## config.mk

```make
export PLATFORM = sky130hd
export DESIGN_NAME = tab_expanding_row_renderer
export DESIGN_NICKNAME = d
export VERILOG_FILES = /design/src/hw/rtl/trer_pkg.sv /design/src/hw/rtl/trer_front.sv /design/src/hw/rtl/trer_queue.sv /design/src/hw/rtl/trer_back.sv /design/src/hw/rtl/tab_expanding_row_renderer.sv
export VERILOG_INCLUDE_DIRS = /design/src /design/src/hw/rtl
export SDC_FILE = /design/constraint.sdc
export NUM_CORES = 1
export LEC_CHECK = 0
export ABC_AREA = 1
export BUFFER_PORTS_ARGS = -buffer_cell sky130_fd_sc_hd__buf_2
export CAP_MARGIN = 0
export CORE_MARGIN = 4
export CORE_UTILIZATION = 65
export CTS_CLUSTER_SIZE = 25
export DETAILED_ROUTE_END_ITERATION = 8
export GPL_TIMING_DRIVEN = 1
export PLACE_DENSITY = 0.95
export SLEW_MARGIN = 20
export SYNTH_ARGS = -nofsm -noshare
export SYNTH_HDL_FRONTEND = slang
export SYNTH_SLANG_ARGS = --single-unit
```

## constraint.sdc

```tcl
create_clock -name clk -period 16.1 [get_ports clk]
set_input_delay 1.61 -clock clk [delete_from_list [all_inputs] [get_ports clk]]
set_output_delay 1.61 -clock clk [all_outputs]
set_load 0.005 [all_outputs]
```

## src/hw/rtl/tab_expanding_row_renderer_macros.svh

```systemverilog
// ----------------------------------------------------------------------------
// tab expanding row renderer assertion macros
// shared property forms, clocked on clk and disabled while rst_n is low
// ----------------------------------------------------------------------------
`ifndef TAB_EXPANDING_ROW_RENDERER_MACROS_SVH
`define TAB_EXPANDING_ROW_RENDERER_MACROS_SVH

// same-cycle implication
`define TRER_ASSERT_IMP(lbl, ante, cons, msg) \
    lbl: assert property (@(posedge clk) disable iff (!rst_n) (ante) |-> (cons)) \
        else $error(msg);

// next-cycle implication
`define TRER_ASSERT_NXT(lbl, ante, cons, msg) \
    lbl: assert property (@(posedge clk) disable iff (!rst_n) (ante) |=> (cons)) \
        else $error(msg);

`endif

```

## src/hw/rtl/trer_pkg.sv

```systemverilog
// ----------------------------------------------------------------------------
// trer_pkg
// types and constants shared by the tab expanding row renderer
// ----------------------------------------------------------------------------
`default_nettype none

package trer_pkg;

    localparam int COL_W       = 17;
    localparam int DIV_CNT_W   = 5;
    localparam int QUEUE_DEPTH = 2;
    localparam int CFG_INDEX_W = 2;
    localparam int CFG_DATA_W  = 16;

    localparam logic [DIV_CNT_W-1:0] DIV_TOP = DIV_CNT_W'(COL_W - 1);

    // input kind codes
    localparam logic [1:0] KIND_ROW_START = 2'd0;
    localparam logic [1:0] KIND_CHAR      = 2'd1;
    localparam logic [1:0] KIND_ROW_END   = 2'd2;
    localparam logic [1:0] KIND_RESERVED  = 2'd3;

    // configuration register indexes
    localparam logic [CFG_INDEX_W-1:0] CFG_TAB_WIDTH    = 2'd0;
    localparam logic [CFG_INDEX_W-1:0] CFG_FIRST_COLUMN = 2'd1;
    localparam logic [CFG_INDEX_W-1:0] CFG_WINDOW_WIDTH = 2'd2;

    localparam logic [7:0]  TAB_CHAR  = 8'h09;
    localparam logic [7:0]  LF_CHAR   = 8'h0A;
    localparam logic [7:0]  CR_CHAR   = 8'h0D;
    localparam logic [31:0] NO_OFFSET = 32'hFFFF_FFFF;

    typedef enum logic [2:0] {
        CK_CHAR   = 3'd0,
        CK_TAB    = 3'd1,
        CK_TBEGIN = 3'd2,
        CK_TMID   = 3'd3,
        CK_TEND   = 3'd4,
        CK_WRAP   = 3'd5,
        CK_NONE   = 3'd6
    } cell_kind_t;

    typedef enum logic [1:0] {
        OP_START,
        OP_CHAR,
        OP_TAB,
        OP_END
    } op_t;

    typedef enum logic [1:0] {
        ST_IDLE,
        ST_DIV,
        ST_TAB,
        ST_NONE
    } back_state_t;

    typedef struct packed {
        logic [1:0]  kind;
        logic [7:0]  char_code;
        logic [31:0] text_offset;
        logic [15:0] start_col;
        logic        ends_text;
    } in_item_t;

    typedef struct packed {
        logic [9:0]  cell_index;
        cell_kind_t  cell_kind;
        logic [7:0]  cell_char;
        logic [31:0] cell_offset;
        logic        offset_valid;
        logic [10:0] run_length;
        logic        last;
    } out_item_t;

    typedef struct packed {
        op_t         op;
        logic [7:0]  char_code;
        logic [31:0] text_offset;
        logic [15:0] start_col;
        logic        ends_text;
        logic        is_crlf;
    } queue_item_t;

    typedef struct packed {
        logic [5:0]  tab_stop;
        logic [15:0] first_column;
        logic [10:0] window_width;
    } cfg_t;

endpackage

`default_nettype wire

```

## src/hw/rtl/trer_front.sv

```systemverilog
// ----------------------------------------------------------------------------
// trer_front
// accepts input requests, sorts them into operations for the back end
// ----------------------------------------------------------------------------
`default_nettype none

module trer_front
    import trer_pkg::*;
(
    input  wire logic        in_valid,
    output logic             in_ready,
    input  wire in_item_t    in_data,
    input  wire logic        queue_full,
    output logic             push,
    output queue_item_t      push_item
);

    logic keep;

    always_comb
    begin
        push_item.char_code   = in_data.char_code;
        push_item.text_offset = in_data.text_offset;
        push_item.start_col   = in_data.start_col;
        push_item.ends_text   = in_data.ends_text;
        push_item.is_crlf     = in_data.char_code inside {CR_CHAR, LF_CHAR};
        push_item.op          = OP_CHAR;
        keep                  = 1'b1;
        case (in_data.kind)
            KIND_ROW_START: push_item.op = OP_START;
            KIND_CHAR:      push_item.op = (in_data.char_code == TAB_CHAR) ? OP_TAB : OP_CHAR;
            KIND_ROW_END:   push_item.op = OP_END;
            default:        keep = 1'b0;    // reserved kind is dropped
        endcase
    end

    assign in_ready = !queue_full;
    assign push     = in_valid && !queue_full && keep;

endmodule

`default_nettype wire

```

## src/hw/rtl/trer_queue.sv

```systemverilog
// ----------------------------------------------------------------------------
// trer_queue
// short fifo of classified operations between front and back end
// ----------------------------------------------------------------------------
`default_nettype none

module trer_queue
    import trer_pkg::*;
(
    input  wire logic        clk,
    input  wire logic        rst_n,
    input  wire logic        push,
    input  wire queue_item_t push_item,
    output logic             full,
    input  wire logic        pop,
    output queue_item_t      head,
    output logic             head_valid
);

    localparam int PTR_W = (QUEUE_DEPTH > 1) ? $clog2(QUEUE_DEPTH) : 1;
    localparam int CNT_W = $clog2(QUEUE_DEPTH + 1);

    queue_item_t       entry_reg [QUEUE_DEPTH];
    logic [PTR_W-1:0]  wr_ptr_reg, wr_ptr_next;
    logic [PTR_W-1:0]  rd_ptr_reg, rd_ptr_next;
    logic [CNT_W-1:0]  count_reg, count_next;

    function automatic logic [PTR_W-1:0] ptr_inc(input logic [PTR_W-1:0] p);
        ptr_inc = (p == PTR_W'(QUEUE_DEPTH - 1)) ? '0 : p + PTR_W'(1);
    endfunction

    always_comb
    begin
        wr_ptr_next = push ? ptr_inc(wr_ptr_reg) : wr_ptr_reg;
        rd_ptr_next = pop ? ptr_inc(rd_ptr_reg) : rd_ptr_reg;
        count_next  = count_reg + CNT_W'(push) - CNT_W'(pop);
    end

    always_ff @(posedge clk or negedge rst_n)
    begin
        if (!rst_n)
        begin
            wr_ptr_reg <= '0;
            rd_ptr_reg <= '0;
            count_reg  <= '0;
        end
        else
        begin
            wr_ptr_reg <= wr_ptr_next;
            rd_ptr_reg <= rd_ptr_next;
            count_reg  <= count_next;
        end
    end

    always_ff @(posedge clk)
    begin
        if (push)
        begin
            entry_reg[wr_ptr_reg] <= push_item;
        end
    end

    assign full       = (count_reg == CNT_W'(QUEUE_DEPTH));
    assign head_valid = (count_reg != '0);
    assign head       = entry_reg[rd_ptr_reg];

endmodule

`default_nettype wire

```

## src/hw/rtl/trer_back.sv

```systemverilog
// ----------------------------------------------------------------------------
// trer_back
// carries out queued operations: keeps the row column, expands tabs, emits cells
// ----------------------------------------------------------------------------
`default_nettype none

module trer_back
    import trer_pkg::*;
#(
    parameter int MAX_WINDOW = 1024,
    parameter int MAX_TAB    = 32
)
(
    input  wire logic        clk,
    input  wire logic        rst_n,
    input  wire cfg_t        cfg,
    input  wire queue_item_t head,
    input  wire logic        head_valid,
    output logic             pop,
    output logic             out_valid,
    input  wire logic        out_ready,
    output out_item_t        out_data
);

    back_state_t           state_reg, state_next;
    logic [COL_W-1:0]      col_reg, col_next;
    logic                  prev_crlf_reg, prev_crlf_next;
    logic                  full_reg, full_next;
    logic [DIV_CNT_W-1:0]  div_cnt_reg, div_cnt_next;
    logic [6:0]            rem_reg, rem_next;
    logic [6:0]            tab_n_reg, tab_n_next;
    logic [6:0]            tab_i_reg, tab_i_next;
    logic                  out_valid_reg, out_valid_next;
    out_item_t             out_data_reg;

    logic [COL_W-1:0]      win17, eff_w, first17, right_col, col_inc, none_col, none_run;
    logic [6:0]            tw_raw, eff_tw, trial, rem_step;
    logic                  at_full, visible, inc_full, slot_free, tab_last_i, emit;
    out_item_t             cell_out;

    // effective register values and row limits
    always_comb
    begin
        win17 = COL_W'(cfg.window_width);
        if (cfg.window_width == '0)
            eff_w = COL_W'(1);
        else if (win17 > COL_W'(MAX_WINDOW))
            eff_w = COL_W'(MAX_WINDOW);
        else
            eff_w = win17;

        tw_raw = 7'(cfg.tab_stop);
        if (cfg.tab_stop == '0)
            eff_tw = 7'd1;
        else if (tw_raw > 7'(MAX_TAB))
            eff_tw = 7'(MAX_TAB);
        else
            eff_tw = tw_raw;

        first17    = COL_W'(cfg.first_column);
        right_col  = first17 + eff_w;
        col_inc    = col_reg + COL_W'(1);
        at_full    = full_reg || (col_reg >= right_col);
        visible    = (col_reg >= first17);
        inc_full   = (col_inc >= right_col);
        slot_free  = !out_valid_reg || out_ready;
        tab_last_i = (tab_i_reg == tab_n_reg - 7'd1);
        none_col   = visible ? col_reg : first17;
        none_run   = right_col - none_col;

        // one remainder bit per cycle, column msb first
        trial    = {rem_reg[5:0], col_reg[div_cnt_reg]};
        rem_step = (trial >= eff_tw) ? trial - eff_tw : trial;
    end

    always_comb
    begin
        state_next     = state_reg;
        col_next       = col_reg;
        prev_crlf_next = prev_crlf_reg;
        full_next      = full_reg;
        div_cnt_next   = div_cnt_reg;
        rem_next       = rem_reg;
        tab_n_next     = tab_n_reg;
        tab_i_next     = tab_i_reg;
        pop            = 1'b0;
        emit           = 1'b0;

        cell_out.cell_index   = 10'(col_reg - first17);
        cell_out.cell_kind    = CK_CHAR;
        cell_out.cell_char    = 8'd0;
        cell_out.cell_offset  = head.text_offset;
        cell_out.offset_valid = 1'b1;
        cell_out.run_length   = 11'd1;
        cell_out.last         = 1'b1;

        case (state_reg)
            ST_IDLE:
            begin
                if (head_valid)
                begin
                    case (head.op)
                        OP_START:
                        begin
                            col_next       = COL_W'(head.start_col);
                            prev_crlf_next = 1'b0;
                            full_next      = (COL_W'(head.start_col) >= right_col);
                            pop            = 1'b1;
                        end
                        OP_CHAR:
                        begin
                            if (at_full)
                            begin
                                full_next = 1'b1;
                                pop       = 1'b1;
                            end
                            else if (!visible || slot_free)
                            begin
                                emit               = visible;
                                cell_out.cell_char = head.char_code;
                                col_next           = col_inc;
                                full_next          = inc_full;
                                prev_crlf_next     = head.is_crlf;
                                pop                = 1'b1;
                            end
                        end
                        OP_TAB:
                        begin
                            if (at_full)
                            begin
                                full_next = 1'b1;
                                pop       = 1'b1;
                            end
                            else
                            begin
                                prev_crlf_next = 1'b0;
                                rem_next       = 7'd0;
                                div_cnt_next   = DIV_TOP;
                                state_next     = ST_DIV;
                            end
                        end
                        OP_END:
                        begin
                            if (at_full)
                            begin
                                full_next = 1'b1;
                                pop       = 1'b1;
                            end
                            else if (head.ends_text || prev_crlf_reg)
                            begin
                                state_next = ST_NONE;
                            end
                            else if (!visible || slot_free)
                            begin
                                // wrap marker, then the none fill if room is left
                                emit                  = visible;
                                cell_out.cell_kind    = CK_WRAP;
                                cell_out.cell_offset  = NO_OFFSET;
                                cell_out.offset_valid = 1'b0;
                                cell_out.last         = inc_full;
                                col_next              = col_inc;
                                if (inc_full)
                                begin
                                    full_next = 1'b1;
                                    pop       = 1'b1;
                                end
                                else
                                begin
                                    state_next = ST_NONE;
                                end
                            end
                        end
                        default:
                        begin
                            pop = 1'b1;
                        end
                    endcase
                end
            end
            ST_DIV:
            begin
                rem_next     = rem_step;
                div_cnt_next = div_cnt_reg - DIV_CNT_W'(1);
                if (div_cnt_reg == '0)
                begin
                    tab_n_next = eff_tw - rem_step;
                    tab_i_next = 7'd0;
                    state_next = ST_TAB;
                end
            end
            ST_TAB:
            begin
                if (!visible || slot_free)
                begin
                    emit = visible;
                    if (tab_n_reg == 7'd1)
                        cell_out.cell_kind = CK_TAB;
                    else if (tab_i_reg == 7'd0)
                        cell_out.cell_kind = CK_TBEGIN;
                    else if (tab_last_i)
                        cell_out.cell_kind = CK_TEND;
                    else
                        cell_out.cell_kind = CK_TMID;
                    cell_out.last = tab_last_i || inc_full;
                    col_next      = col_inc;
                    tab_i_next    = tab_i_reg + 7'd1;
                    if (inc_full)
                    begin
                        full_next = 1'b1;
                    end
                    if (tab_last_i || inc_full)
                    begin
                        pop        = 1'b1;
                        state_next = ST_IDLE;
                    end
                end
            end
            ST_NONE:
            begin
                if (slot_free)
                begin
                    emit                  = 1'b1;
                    cell_out.cell_index   = 10'(none_col - first17);
                    cell_out.cell_kind    = CK_NONE;
                    cell_out.cell_offset  = NO_OFFSET;
                    cell_out.offset_valid = 1'b0;
                    cell_out.run_length   = 11'(none_run);
                    col_next              = right_col;
                    full_next             = 1'b1;
                    pop                   = 1'b1;
                    state_next            = ST_IDLE;
                end
            end
            default:
            begin
                state_next = ST_IDLE;
            end
        endcase

        out_valid_next = emit || (out_valid_reg && !out_ready);
    end

    always_ff @(posedge clk or negedge rst_n)
    begin
        if (!rst_n)
        begin
            state_reg     <= ST_IDLE;
            col_reg       <= '0;
            prev_crlf_reg <= 1'b0;
            full_reg      <= 1'b0;
            out_valid_reg <= 1'b0;
        end
        else
        begin
            state_reg     <= state_next;
            col_reg       <= col_next;
            prev_crlf_reg <= prev_crlf_next;
            full_reg      <= full_next;
            out_valid_reg <= out_valid_next;
        end
    end

    always_ff @(posedge clk)
    begin
        div_cnt_reg <= div_cnt_next;
        rem_reg     <= rem_next;
        tab_n_reg   <= tab_n_next;
        tab_i_reg   <= tab_i_next;
        if (emit)
        begin
            out_data_reg <= cell_out;
        end
    end

    assign out_valid = out_valid_reg;
    assign out_data  = out_data_reg;

endmodule

`default_nettype wire

```

## src/hw/rtl/tab_expanding_row_renderer.sv

```systemverilog
// Tab expanding row renderer: turns a stream of row start, character and row end
// requests into display cells of a horizontally scrolled window. Requests enter a
// two-entry queue, so the input side keeps accepting requests while a result waits
// at the output register until the queue fills. Row starts and plain characters are
// handled in the idle state. A row end is classified there, with a wrap marker
// unless the text ends or follows a CR or LF, then gets the none fill, skipped if
// the row is already full or its wrap marker takes the last cell. A tab starts in
// the idle state, passes the serial remainder unit that finds the column within the
// tab stop, then takes one column per cycle while the output register is free, up
// to the next stop (at most the tab stop distance). A visible cell meeting a held
// output register stalls. A reserved kind is dropped at the input with no output.
`default_nettype none

`include "tab_expanding_row_renderer_macros.svh"

// ----------------------------------------------------------------------------
// tab_expanding_row_renderer
// top level: configuration registers, front end, queue and back end
// ----------------------------------------------------------------------------
module tab_expanding_row_renderer
    import trer_pkg::*;
#(
    parameter int MAX_WINDOW = 1024,
    parameter int MAX_TAB    = 32
)
(
    input  wire logic                   clk,
    input  wire logic                   rst_n,
    input  wire logic                   in_valid,
    output logic                        in_ready,
    input  wire in_item_t               in_data,
    output logic                        out_valid,
    input  wire logic                   out_ready,
    output out_item_t                   out_data,
    input  wire logic                   cfg_valid,
    output logic                        cfg_ready,
    input  wire logic [CFG_INDEX_W-1:0] cfg_index,
    input  wire logic [CFG_DATA_W-1:0]  cfg_data
);

    cfg_t        cfg_reg;
    logic        queue_full;
    logic        push;
    queue_item_t push_item;
    logic        pop;
    queue_item_t head;
    logic        head_valid;

    assign cfg_ready = 1'b1;

    always_ff @(posedge clk or negedge rst_n)
    begin
        if (!rst_n)
        begin
            cfg_reg.tab_stop     <= 6'd8;
            cfg_reg.first_column <= 16'd0;
            cfg_reg.window_width <= 11'd80;
        end
        else if (cfg_valid && cfg_ready)
        begin
            case (cfg_index)
                CFG_TAB_WIDTH:    cfg_reg.tab_stop     <= cfg_data[5:0];
                CFG_FIRST_COLUMN: cfg_reg.first_column <= cfg_data;
                CFG_WINDOW_WIDTH: cfg_reg.window_width <= cfg_data[10:0];
                default:          cfg_reg              <= cfg_reg;
            endcase
        end
    end

    trer_front u_front (
        .in_valid   (in_valid),
        .in_ready   (in_ready),
        .in_data    (in_data),
        .queue_full (queue_full),
        .push       (push),
        .push_item  (push_item)
    );

    trer_queue u_queue (
        .clk        (clk),
        .rst_n      (rst_n),
        .push       (push),
        .push_item  (push_item),
        .full       (queue_full),
        .pop        (pop),
        .head       (head),
        .head_valid (head_valid)
    );

    trer_back #(
        .MAX_WINDOW (MAX_WINDOW),
        .MAX_TAB    (MAX_TAB)
    ) u_back (
        .clk        (clk),
        .rst_n      (rst_n),
        .cfg        (cfg_reg),
        .head       (head),
        .head_valid (head_valid),
        .pop        (pop),
        .out_valid  (out_valid),
        .out_ready  (out_ready),
        .out_data   (out_data)
    );

    `TRER_ASSERT_IMP(a_no_source_kind, out_valid && !out_data.offset_valid,
        out_data.cell_kind == CK_WRAP || out_data.cell_kind == CK_NONE,
        "cell without source is not wrap or none")
    `TRER_ASSERT_IMP(a_run_only_none, out_valid && out_data.run_length != 11'd1,
        out_data.cell_kind == CK_NONE, "run longer than one on a non-fill cell")
    `TRER_ASSERT_NXT(a_push_lands, in_valid && in_ready && in_data.kind != KIND_RESERVED,
        head_valid, "accepted request missing from queue")
    `TRER_ASSERT_IMP(a_pop_has_head, pop, head_valid, "back end popped an empty queue")

endmodule

`default_nettype wire
```

==> summary by stage, run 1 <==
Run status
The run finished with clean final reports.

Yosys
The post-synthesis mux area share is 0.00247. The arithmetic-cell share of the synthesized area counting full adders, half adders and majority gates is 0.0984. The number of enable-type register cells in the synthesized netlist is 211. The netlist uses 61 different library cells. The largest family of logic cells by synthesized area is simple AND/OR/NAND/NOR gates.

The Yosys step of the flow raised 0 warnings. The net count after synthesis is 2066. The share of flip-flops with an asynchronous set or reset after synthesis is 0.219. By area the synthesized netlist is led by sky130_fd_sc_hd__edfxtp_1, sky130_fd_sc_hd__nand2_1, sky130_fd_sc_hd__ha_1, sky130_fd_sc_hd__dfrtp_1, sky130_fd_sc_hd__inv_1.

The prevailing post-synth register cell is sky130_fd_sc_hd__edfxtp_1. The synthesized design spends more area on one cell type than any other, namely sky130_fd_sc_hd__edfxtp_1. The synthesized design contains between 200 and 300 register bits. The post-synthesis cell count is 1860. The share of synthesized area in the top cell type comes to 0.391. The mean instance size in the synthesized netlist is 8.72 um^2.

Of the total synthesized cell area, the portion taken by AND, OR, NAND and NOR gates is 0.209. The post-synthesis share of cell area spent on xor and xnor gates is 0.0238. The sequential cell area fraction in the yosys report is 0.482. The compound-gate portion of the synthesized area is 0.117. The total standard cell area after synthesis is 16200 um^2.

Critical path
The data arrival time of the critical path is 6.01 ns. The maximum fanout along the worst path is 66. The cell occurring most often along the worst timing path is sky130_fd_sc_hd__nand2_1. The launching element type of the critical path is a flip-flop.

For this run, the slowest stage of the critical path takes approximately 0.69 ns. The slowest stage of the critical path belongs to the cell sky130_fd_sc_hd__buf_4. The critical path endpoint category is a flip-flop. The endpoint required time on the critical path is approximately 16 ns. The type of the worst setup path is reg2reg.

CTS
In this run the number of H-tree levels came out at 1. After clock tree synthesis, the clock-pin slew on the worst setup and hold paths is 0.07 ns. The total of cells resized after clock tree synthesis is 0. The clock tree from TritonCTS is yes. The tree built by TritonCTS fans out to 270 sinks. Counting along the longest clock path gives a buffer depth of 3. The number of hold buffers added after CTS was 0. Clock latency on the worst-skew pair, taken at its later pin, is ~0.57 ns. The TritonCTS buffer count is 28. The post-CTS setup buffer count is 0. The root buffer cell is sky130_fd_sc_hd__clkbuf_16.

STA
Final hold analysis gives a worst-case slack of between 0.5 and 0.6 ns. The worst pin sits at a relative slew slack of 0.337. The final number of max-transition violations came to 0. After routing, the total negative slack on setup checks comes to 0 ns. The final worst-path cycle share is 0.361.

After layout, the minimum clock period comes to around 5.8 ns. Setup repair after global routing left no endpoint under its margin. The clock arrives with 0.0149 ns of skew.

The maximum clock frequency is 172 MHz. The final-report hold violation count is 0. The final setup violation count is 0. The slew at the pin closest to its max-slew limit is 0.992 ns.

Routing
The routed length per instance is 18.9 um. The sum of routed wire length over all layers is 44500 um. The mean number of vias per cell is 6.05. The detailed-route DRC error count is 0. The DRC violation total after the first TritonRoute iteration is 1795. The final antenna-violating net count is 0.

The first TritonRoute pass finished after 6 iterations. The final route contains 14200 vias.

Min path
The worst hold path belongs to the class reg2reg.

GRT
The number of antenna violations at the first check in global routing was 7. The global-route wire length before repair is 69900 um. The number of global-route vias before repair came to 13700. After global routing the overflow that remains totals 0. Across every metal layer, demand over resource in global routing totals 0.308.

Entering global routing, the biggest net connects 67 pins.

Floorplan
Measured along the y axis, the die boundary spans 166 um. The initialized floorplan defines 57 standard-cell rows. From left edge to right edge, the die measures 166 um. The number of top-level pins is around 150. The total core area is between 20000 and 25000 um^2.

For this configuration, the core starts out at a cell density of 0.663. The die covers 27500 um^2.

Final layout
With fillers left out, the area of the finished cells amounts to 18100 um^2. The most common cell after layout, fill and taps aside is sky130_fd_sc_hd__nand2_1. Once layout is complete, the utilization of the core stands at 0.741.

The register with the most flip-flops in the layout has 120 of them. The library cells used most frequently in the layout, excluding fill and tap cells, are sky130_fd_sc_hd__nand2_1, sky130_fd_sc_hd__edfxtp_1, sky130_fd_sc_hd__inv_1, sky130_fd_sc_hd__buf_2, sky130_fd_sc_hd__o21ai_0. The share of post-route cells with drive strength above 1 is 0.132. The area growth from synthesis to layout is 11.8%. The net count of the finished layout is approximately 2200.

Power
The total power draw is 3.67 mW. Summed over all nets, the switching power comes to 1.69 mW. The static power due to leakage is between 8 and 9 nW. The maximum vdd ir drop is 0.187 mV. The power share of the combinational group is 0.523. For this design the ratio of total power to cell area is 202 nW/um^2. The share of total power consumed by net switching is 0.462. The relative contribution of sequential cells to total power is 0.304.

The cell internal power dissipation is 1.98 mW. Of the total power, the clock network draws 0.174.

Placement
In this run the cell area measured after placement is 17200 um^2. The congestion estimate from routability-driven global placement came to 0.965. The quantity of I/O buffers inserted on ports is 149. The detailed placement HPWL is 30600 um.

Flow run
The max-cap check violation count is 0.
Yosys cell counts, types with 3 or more instances:
library cell and count:
sky130_fd_sc_hd__o2111ai_1 3, sky130_fd_sc_hd__nand2_2 6, sky130_fd_sc_hd__a21o_1 3, sky130_fd_sc_hd__buf_6 4, sky130_fd_sc_hd__o21ai_2 12, sky130_fd_sc_hd__dfstp_2 3
sky130_fd_sc_hd__a22oi_1 3, sky130_fd_sc_hd__edfxtp_1 211, sky130_fd_sc_hd__nand2_4 5, sky130_fd_sc_hd__fa_1 6, sky130_fd_sc_hd__nor2_1 143, sky130_fd_sc_hd__or2_2 10
sky130_fd_sc_hd__buf_2 5, sky130_fd_sc_hd__clkinv_1 4, sky130_fd_sc_hd__clkbuf_1 40, sky130_fd_sc_hd__nand4_1 21, sky130_fd_sc_hd__a21oi_1 100, sky130_fd_sc_hd__o221ai_1 10
sky130_fd_sc_hd__nand3_1 60, sky130_fd_sc_hd__nor3_1 16, sky130_fd_sc_hd__and2_1 3, sky130_fd_sc_hd__o211ai_1 8, sky130_fd_sc_hd__ha_1 118, sky130_fd_sc_hd__mux2i_1 4
sky130_fd_sc_hd__xnor2_1 11, sky130_fd_sc_hd__inv_2 4, sky130_fd_sc_hd__a211oi_1 5, sky130_fd_sc_hd__o21ai_0 147, sky130_fd_sc_hd__xor2_1 33, sky130_fd_sc_hd__a31oi_1 10
sky130_fd_sc_hd__nor4_1 6, sky130_fd_sc_hd__o22ai_1 4, sky130_fd_sc_hd__nor2_2 3, sky130_fd_sc_hd__nand3_2 3, sky130_fd_sc_hd__o21ai_1 8, sky130_fd_sc_hd__inv_1 207
sky130_fd_sc_hd__a221oi_1 3, sky130_fd_sc_hd__dfrtp_1 56, sky130_fd_sc_hd__nand2_1 529
cell type report:
type                    instances  area, um^2
clock inverters                12         118
clock buffers                  38         768
flip-flops and latches        270        7820
well taps                     324         405
diodes                          8        20.0
multi-input cells            1321        7340
fillers                      1689        6330
repair buffers                162         843
inverters                     216         813
critical path: cells and delay by family, from the launching register on:
kind                       cells  cell delay, ns
xor gates and xnor gates       1            0.48
and+or+nand+nor               22            1.99
buffers and inverters          5            0.94
AOI/OAI and AO/OA              2            0.36
adders and majority gates      3            0.99
DFF                            1            0.55
layer usage:
| layer | part of all wire | GRT usage |
|---|---|---|
| met4 | 0.052 | 0.128 |
| met2 | 0.48 | 0.521 |
| met3 | 0.097 | 0.0507 |
| met1 | 0.37 | 0.397 |
| met5 | 0 | 0 |
power by group through the flow:
stage	combinational, mW	clock (mW)	sequential, mW
floorplan	1.37	0	1.09
global placement	1.75	0	1.11
detailed placement	1.84	0	1.12
CTS	1.87	0.633	1.11
global route	2.13	0.667	1.13
finish	1.92	0.637	1.11
metrics by stage:
step,setup WS (ns),cells
2_1_floorplan,10.48,1860
3_3_place_gp,10.68,2293
3_5_place_dp,10.48,2293
4_1_cts,10.43,2343
5_1_grt,9.84,2351
6_report,10.29,2351
worst paths after layout:
path	depth (start not counted)	endpoint	startpoint	slack, ns
max	33	u_back.out_data[59]	cfg_reg[4]	10.29
min	2	cfg_reg[30]	cfg_reg[30]	0.51
max reg2reg	33	u_back.out_data[59]	cfg_reg[4]	10.29
min reg2reg	2	cfg_reg[30]	cfg_reg[30]	0.51
max in group asynchronous	2	u_queue.rd_ptr_reg	rst_n	14.30
min in group asynchronous	2	cfg_reg[28]	rst_n	1.21
logic make-up after synthesis:
group | count (synthesis)
multiplexers | 4
AO/OA/AOI/OAI | 334
flip-flops | 270
AND/OR/NAND/NOR | 814
buffers and inverters | 269
adder cells (fa/ha/maj) | 124
other | 1
XOR/XNOR | 44
(Power assumes the default switching activity.)
==> run 2: changes to the inputs <==
Settings changed: ABC_AREA 1 to 0, CORE_UTILIZATION 65 to 60, PLACE_DENSITY 0.95 to 0.93.
Clock period 16.1 ns to 5.4 ns, I/O delays scaled along.
==> summary by stage, run 2 <==
Run status
Run status: finished clean (unchanged).

GRT
The global-route wire length before repair is 60500 um (was 69900 um). The number of antenna violations at the first check in global routing is 1 (was 7). The global routing usage summed across all routing layers was 0.268 (was 0.308). The pin count of the biggest net entering global routing is 60 (was 67). The final global-route overflow total was 0 (unchanged). The number of global-route vias before repair is 11300 (was 13700).

STA
The maximum clock frequency is 192 MHz (was 172 MHz). The slew at the pin closest to its max-slew limit is 1.08 ns (was 0.992 ns). The shortest clock period the worst path allows after layout is 5.21 ns (was 5.81 ns). The smallest setup slack after layout is 0.186 ns (was 10.29 ns). The final sum of negative setup slack is 0 ns (unchanged). The final setup violation count is 0 (unchanged). The worst clock skew is 0.0166 ns (was 0.0149 ns). Unrepaired setup endpoints after global routing: yes (was no). The worst slew margin relative to its limit was 0.277 (was 0.337).

The final-report hold violation count was 0 (unchanged). The final worst-path cycle share was 0.966 (was 0.361). The final hold slack is 0.160 ns (was 0.509 ns). The final number of max-transition violations is 0 (unchanged).

Critical path
The start point of the critical path is cfg_reg[7] (was cfg_reg[4]). The launch instance of the worst register-to-register path is cfg_reg[7] (was cfg_reg[4]). The endpoint required time on the critical path was 5.65 ns (was 16.29 ns). The type of the worst setup path is reg2reg (unchanged).

The worst-case register-to-register setup slack was 0.19 ns (was 10.29 ns). The data arrival time of the critical path is 5.47 ns (was 6.01 ns). The critical path endpoint category is a flip-flop (unchanged). The launching element type of the critical path is a flip-flop (unchanged). The maximum fanout along the worst path came to 11 (was 66).

Placement
The cell area after placement was 16500 um^2 (was 17200 um^2). The placer's final routability congestion estimate came to 0.976 (was 0.965). The detailed placement HPWL is 27300 um (was 30600 um). The number of placed instances with taps included was 1733 (was 2293).

The worst slack at placement came to 0.142 ns (was 10.48 ns). The quantity of I/O buffers inserted on ports is 149 (unchanged).

Yosys
The register bit count reported by yosys is 270 (unchanged). The cell type with the highest aggregate area in the netlist is sky130_fd_sc_hd__edfxtp_1 (unchanged). The number of enable-type register cells in the synthesized netlist is 211 (unchanged).

The count of unique library cells instantiated by Yosys was 74 (was 61). The cell with the most instances after synthesis is sky130_fd_sc_hd__edfxtp_1 (was sky130_fd_sc_hd__nand2_1). Largest cells by area after synthesis: sky130_fd_sc_hd__edfxtp_1, sky130_fd_sc_hd__ha_1, sky130_fd_sc_hd__dfrtp_1, sky130_fd_sc_hd__mux2_2, sky130_fd_sc_hd__xnor2_1 (was sky130_fd_sc_hd__edfxtp_1, sky130_fd_sc_hd__nand2_1, sky130_fd_sc_hd__ha_1, sky130_fd_sc_hd__dfrtp_1, sky130_fd_sc_hd__inv_1). The sequential cell area fraction in the yosys report is 0.515 (was 0.482). The mean instance size in the synthesized netlist came to 12.0 um^2 (was 8.72 um^2). The total standard cell area after synthesis was 15200 um^2 (was 16200 um^2). The number of warning messages in the yosys log is 0 (unchanged). Synth top cells by count: sky130_fd_sc_hd__edfxtp_1, sky130_fd_sc_hd__ha_1, sky130_fd_sc_hd__nor2_1 (was sky130_fd_sc_hd__nand2_1, sky130_fd_sc_hd__edfxtp_1, sky130_fd_sc_hd__inv_1).

The prevailing post-synth register cell is sky130_fd_sc_hd__edfxtp_1 (unchanged). The share of flip-flops with an asynchronous set or reset after synthesis was 0.219 (unchanged). The net count after synthesis is 1474 (was 2066). The proportion of netlist area held by the largest area contributor is 0.417 (was 0.391). The post-synthesis cell count is 1268 (was 1860).

Floorplan
The area of the die was 27900 um^2 (was 27500 um^2). The total core area is 24600 um^2 (was 24500 um^2). The effective utilization at floorplan came to 0.617 (was 0.663). The number of placement rows is 57 (unchanged). The number of top-level pins came to 151 (unchanged).

The die width was 167 um (was 166 um). The chip height was 167 um (was 166 um).

CTS
The clock latency on the worst-skew pair is 0.56 ns (was 0.57 ns). The clock input transition at the sequential cells of the worst setup and hold paths is 0.06 ns (was 0.07 ns). The root buffer cell is sky130_fd_sc_hd__clkbuf_16 (unchanged).

The number of levels the H-tree was split into is 1 (unchanged). The clock tree from TritonCTS is yes (unchanged). The TritonCTS buffer count is 29 (was 28). The number of clock sinks seen by CTS was 270 (unchanged). The maximum buffer depth of the clock tree is 3 (unchanged). The count of hold buffers inserted by post-cts repair is 0 (unchanged).

Final layout
Leading cell types in the layout, fill and taps excluded: sky130_fd_sc_hd__edfxtp_1, sky130_fd_sc_hd__buf_2, sky130_fd_sc_hd__ha_1, sky130_fd_sc_hd__nor2_1, sky130_fd_sc_hd__inv_1 (was sky130_fd_sc_hd__nand2_1, sky130_fd_sc_hd__edfxtp_1, sky130_fd_sc_hd__inv_1, sky130_fd_sc_hd__buf_2, sky130_fd_sc_hd__o21ai_0). The synthesis-to-layout area growth is 16.3% (was 11.8%). The final instance count without filler cells is 1795 (was 2351). The most common cell after layout, fill and taps aside is sky130_fd_sc_hd__edfxtp_1 (was sky130_fd_sc_hd__nand2_1). The area occupied by registers is 7820 um^2 (about the same). The multi-input logic area is 7030 um^2 (was 7340 um^2). The share of post-route cells with drive strength above 1 is 0.228 (was 0.132).

The number of filler cells placed in the layout came to 1552 (was 1689). The number of flip-flops in the largest register is 120 (unchanged). The post-route cell area is 17700 um^2 (was 18100 um^2). The post-route core utilization is 0.718 (was 0.741). The total number of nets in the final design came to 1654 (was 2205).

Routing
The detailed-routing wirelength on met1 came to 15700 um (was 16500 um). The DRC violation total after the first TritonRoute iteration is 1206 (was 1795). The detailed-route DRC error count is 0 (unchanged). The first-pass iteration count of the detailed router is 8 (was 6). The total met2 wirelength after detailed routing was 18900 um (was 21300 um). The detailed-routed wire length on met3 is 3120 um (was 4310 um). The total via count after detailed routing came to 11300 (was 14200).

The routed length per instance is 21.8 um (was 18.9 um). The top layer reached by signal wires is met4 (unchanged). The final antenna-violating net count came to 0 (unchanged). The sum of routed wire length over all layers is 39000 um (was 44500 um). The mean number of vias per cell is 6.32 (was 6.05).

Flow run
The max-cap check violation count came to 0 (unchanged).

Power
The total power draw was 10.7 mW (was 3.67 mW). The static power due to leakage was 7.31 nW (was 8.48 nW). The maximum vdd ir drop came to 0.361 mV (was 0.187 mV). The power density normalized to cell area is 605 nW/um^2 (was 202 nW/um^2).

Min path
The path type of the worst min-delay path was in2async (was reg2reg).
-- run 2: power breakdown --
part | total (mW) | switching, mW | internal, mW | leakage [nW]
Combinational | 5.38 | 3.09 | 2.29 | 4.18
Clock | 2.07 | 0.837 | 1.23 | 0.478
Sequential | 3.24 | 0.376 | 2.87 | 2.65
-- run 2: area by class of cell --
cell class / instances / share of cell area
clock inverter: 18 / 0.0137
inverter: 75 / 0.0159
tap: 324 / 0.0230
timing repair buffer: 191 / 0.0641
sequential: 270 / 0.443
clock buffer: 35 / 0.0424
multi-input combinational: 881 / 0.398
antenna: 1 / 0.000142
-- run 2: logic make-up (layout without fill, tap and decap cells) --
family          Yosys count  in the layout  share of synthesized area
xor+xnor                 82             82                     0.0473
simple gates            283            283                     0.0923
flops                   270            270                      0.515
mux                     112            112                     0.0825
fa+ha+maj               126            126                      0.107
buf+inv                 117            319                     0.0305
other cells               1              2                   0.000247
compound gates          277            277                      0.126
-- run 2: worst max-delay path: stages (launching register included) --
cell                      delay (ns)
sky130_fd_sc_hd__dfrtp_1        0.39
sky130_fd_sc_hd__nor4_2         0.28
sky130_fd_sc_hd__a31oi_1        0.12
sky130_fd_sc_hd__nor2_1         0.13
sky130_fd_sc_hd__ha_2           0.21
sky130_fd_sc_hd__fa_2           0.23
sky130_fd_sc_hd__a21oi_1        0.09
sky130_fd_sc_hd__or3b_4         0.42
sky130_fd_sc_hd__nand2_1        0.11
sky130_fd_sc_hd__a21oi_1        0.08
sky130_fd_sc_hd__nor2_1         0.09
sky130_fd_sc_hd__nor2_1         0.07
sky130_fd_sc_hd__xnor2_2        0.22
sky130_fd_sc_hd__inv_2          0.10
sky130_fd_sc_hd__ha_1           0.30
sky130_fd_sc_hd__nand2_1        0.07
sky130_fd_sc_hd__o21ai_0        0.11
sky130_fd_sc_hd__nor4_1         0.36
sky130_fd_sc_hd__nor2_2         0.11
sky130_fd_sc_hd__maj3_2         0.38
sky130_fd_sc_hd__buf_4          0.17
sky130_fd_sc_hd__a21oi_4        0.26
sky130_fd_sc_hd__nand2_1        0.09
sky130_fd_sc_hd__o32ai_1        0.27
sky130_fd_sc_hd__buf_4          0.26
-- run 2: final timing paths --
check	end	cells after the start
min	cfg_reg[21]	2
max reg2reg	u_back.rem_reg[0]	24
max	u_back.rem_reg[0]	24
min in group clk	u_queue.entry_reg[1][32]	1
min reg2reg	cfg_reg[5]	1
max in group asynchronous	u_queue.rd_ptr_reg	2
-- run 2: timing repair --
action                                  in CTS  in global routing
gates resized for setup                      0                 16
buffers inserted                             0                  6
endpoints found under the setup margin       0                 69
-- run 2: layer usage --
layer | track usage | vias to the layer above
met3 | 0.0358 | 106
met4 | 0.0857 | 0
met1 | 0.367 | 5498
met5 | 0 | -
li1 | - | 5119
met2 | 0.449 | 624
==> run 3: changes to the inputs <==
Settings changed: CORE_ASPECT_RATIO set to 0.8.
==> summary by stage, run 3 (synthesis gave the netlist of run 2 again) <==
CTS
The clock tree from TritonCTS is yes (unchanged). The maximum buffer depth of the clock tree was 3 (unchanged). The number of levels the H-tree was split into is 1 (unchanged). The clock input transition at the sequential cells of the worst setup and hold paths is 0.07 ns (was 0.06 ns). The TritonCTS buffer count is 27 (was 29). The number of clock sinks seen by CTS was 270 (unchanged). The root buffer cell is sky130_fd_sc_hd__clkbuf_16 (unchanged).

The clock latency on the worst-skew pair is 0.56 ns (about the same).

GRT
The number of antenna violations at the first check in global routing is 3 (was 1). The final global-route overflow total is 0 (unchanged). The pin count of the biggest net entering global routing is 61 (was 60). The global-route wire length before repair is 61300 um (was 60500 um). The number of global-route vias before repair is 11400 (was 11300). The global routing usage summed across all routing layers was 0.278 (was 0.268).

Routing
The first-pass iteration count of the detailed router is 8 (unchanged). The detailed-routed wire length on met3 is 4540 um (was 3120 um). The total via count after detailed routing came to 11600 (was 11300). The DRC violation total after the first TritonRoute iteration was 1425 (was 1206).

The detailed-routing wirelength on met1 is 15700 um (about the same). The mean number of vias per cell is 6.46 (was 6.32). The routed length per instance is 22.7 um (was 21.8 um). The total met2 wirelength after detailed routing is 18500 um (was 18900 um).

The final antenna-violating net count is 0 (unchanged). The sum of routed wire length over all layers is 40700 um (was 39000 um). The detailed-route DRC error count was 0 (unchanged). The top layer reached by signal wires is met5 (was met4).

Placement
The placer's final routability congestion estimate came to 0.970 (was 0.976). The number of placed instances with taps included is 1726 (was 1733). The quantity of I/O buffers inserted on ports is 149 (unchanged). The detailed placement HPWL is 27800 um (was 27300 um). The cell area after placement came to 16500 um^2 (about the same). The worst slack at placement is 0.0869 ns (was 0.142 ns).

Final layout
The synthesis-to-layout area growth is 16.7% (was 16.3%). The share of post-route cells with drive strength above 1 came to 0.230 (was 0.228). The post-route core utilization is 0.719 (was 0.718). The total number of nets in the final design was 1657 (was 1654). The final instance count without filler cells is 1794 (was 1795).

The post-route cell area came to 17700 um^2 (about the same). The number of filler cells placed in the layout came to 1563 (was 1552). The number of flip-flops in the largest register is 120 (unchanged). Leading cell types in the layout, fill and taps excluded: sky130_fd_sc_hd__edfxtp_1, sky130_fd_sc_hd__buf_2, sky130_fd_sc_hd__ha_1, sky130_fd_sc_hd__nor2_1, sky130_fd_sc_hd__inv_1 (unchanged).

The most common cell after layout, fill and taps aside was sky130_fd_sc_hd__edfxtp_1 (unchanged).

Critical path
The launching element type of the critical path was a flip-flop (unchanged). The launch instance of the worst register-to-register path was cfg_reg[12] (was cfg_reg[7]). The endpoint required time on the critical path is 5.63 ns (was 5.65 ns). The number of cell instances on the worst register-to-register path is 23 (was 24). The data arrival time of the critical path is 5.48 ns (was 5.47 ns). The end of the worst register-to-register path is u_back.out_data[64] (was u_back.rem_reg[0]). The critical path endpoint category is a flip-flop (unchanged). The type of the worst setup path is reg2reg (unchanged). The maximum fanout along the worst path is 15 (was 11). The worst-case register-to-register setup slack came to 0.16 ns (was 0.19 ns).

Run status
Run status: finished clean (unchanged).

Power
The power density normalized to cell area is 612 nW/um^2 (was 605 nW/um^2). The maximum vdd ir drop was 0.351 mV (was 0.361 mV). The total power draw was 10.8 mW (was 10.7 mW). The static power due to leakage is 7.33 nW (was 7.31 nW).

STA
The worst slew margin relative to its limit is 0.240 (was 0.277). The shortest clock period the worst path allows after layout is 5.24 ns (was 5.21 ns). The slew at the pin closest to its max-slew limit is 1.13 ns (was 1.08 ns). The maximum clock frequency is 191 MHz (was 192 MHz). The worst clock skew is 0.0139 ns (was 0.0166 ns). The final-report hold violation count was 0 (unchanged). The final number of max-transition violations is 0 (unchanged).

The final setup violation count is 0 (unchanged). The final worst-path cycle share is 0.971 (was 0.966). The smallest setup slack after layout was 0.158 ns (was 0.186 ns).

Min path
The number of stages on the worst hold path is 1. The path with the worst hold slack has its endpoint at u_queue.entry_reg[0][8]. The path type of the worst min-delay path is in2reg (was in2async). The startpoint of the worst hold path is in_data[7].

Flow run
The max-cap check violation count was 0 (unchanged).

Floorplan
The area of the die is 27900 um^2 (about the same). The total core area is 24600 um^2 (about the same). The number of top-level pins is 151 (unchanged). The effective utilization at floorplan came to 0.617 (about the same). The chip height is 150 um (was 167 um).

The die width is 186 um (was 167 um). The number of placement rows is 51 (was 57).
-- run 3: cell count changes in the layout (fill, tap and decap cells not counted), moves of 2 or more --
cell	previous run	this run
sky130_fd_sc_hd__diode_2	1	4
sky130_fd_sc_hd__clkbuf_8	0	2
sky130_fd_sc_hd__clkinv_2	4	2
sky130_fd_sc_hd__clkbuf_1	6	4
sky130_fd_sc_hd__buf_4	36	41
-- run 3: how the worst max path moves through the flow --
stage           startpoint                   end  slack, ns  cells after the start
2_1_floorplan   cfg_reg[6]    u_back.out_data[0]      0.005                     22
4_1_cts         cfg_reg[7]  u_queue.count_reg[1]       0.04                     28
6_report       cfg_reg[12]   u_back.out_data[64]       0.16                     23
5_1_grt        cfg_reg[12]   u_back.out_data[64]      -0.05                     23
3_3_place_gp    cfg_reg[7]   u_back.out_data[63]       0.27                     23
3_5_place_dp    cfg_reg[7]  u_queue.count_reg[1]       0.09                     28
-- run 3: where the power goes --
part           internal, mW  switching, mW  total (mW)
Clock                  1.22          0.832        2.05
Combinational          2.33           3.26        5.59
Sequential             2.87          0.333        3.20
-- run 3: stage by stage --
stage	hold slack (ns)	setup TNS [ns]
2_1_floorplan	0.244	0
3_3_place_gp	0.489	0
3_5_place_dp	0.495	0
4_1_cts	0.158	0
5_1_grt	0.158	-0.385
6_report	0.161	0
-- run 3: worst max-delay path, stage by stage, from the launching register on --
cell,delay (ns)
sky130_fd_sc_hd__dfrtp_1,0.58
sky130_fd_sc_hd__inv_1,0.17
sky130_fd_sc_hd__ha_1,0.35
sky130_fd_sc_hd__nor2b_1,0.16
sky130_fd_sc_hd__o2111a_1,0.25
sky130_fd_sc_hd__nor4_1,0.33
sky130_fd_sc_hd__o21ai_0,0.23
sky130_fd_sc_hd__a21oi_1,0.18
sky130_fd_sc_hd__buf_4,0.30
sky130_fd_sc_hd__nor2_1,0.09
sky130_fd_sc_hd__a21o_1,0.17
sky130_fd_sc_hd__inv_1,0.05
sky130_fd_sc_hd__ha_1,0.12
sky130_fd_sc_hd__inv_1,0.06
sky130_fd_sc_hd__fa_1,0.41
sky130_fd_sc_hd__a21o_1,0.18
sky130_fd_sc_hd__a21oi_1,0.22
sky130_fd_sc_hd__nor2b_1,0.08
sky130_fd_sc_hd__o21ai_0,0.19
sky130_fd_sc_hd__nand2b_1,0.12
sky130_fd_sc_hd__a21o_1,0.19
sky130_fd_sc_hd__a21oi_1,0.19
sky130_fd_sc_hd__xor2_1,0.15
sky130_fd_sc_hd__o21ai_0,0.14
-- run 3: cell type report --
class                           count  area, um^2  area share
Antenna cell                        4        10.0    0.000565
Clock buffer                       34         743      0.0419
Clock inverter                     16         228      0.0129
Inverter                           75         282      0.0159
Multi-Input combinational cell    881        7060       0.398
Sequential cell                   270        7820       0.441
Tap cell                          318         398      0.0225
Timing Repair Buffer              196        1180      0.0665
-- run 3: layer usage --
| layer | global-route usage | vias to the layer above |
|---|---|---|
| li1 | - | 5134 |
| met1 | 0.379 | 5495 |
| met2 | 0.443 | 802 |
| met3 | 0.0621 | 163 |
| met4 | 0.0980 | 2 |
| met5 | 0 | - |
-- run 3: what timing repair did --
item | in CTS | in global routing
gates resized for setup | 0 | 23
cloned | 0 | 3
pin swaps | 1 | 18
hold buffers | 0 | 0
buffers inserted | 1 | 10
hold endpoints to repair | 0 | 0
endpoints found under the setup margin | 1 | 115
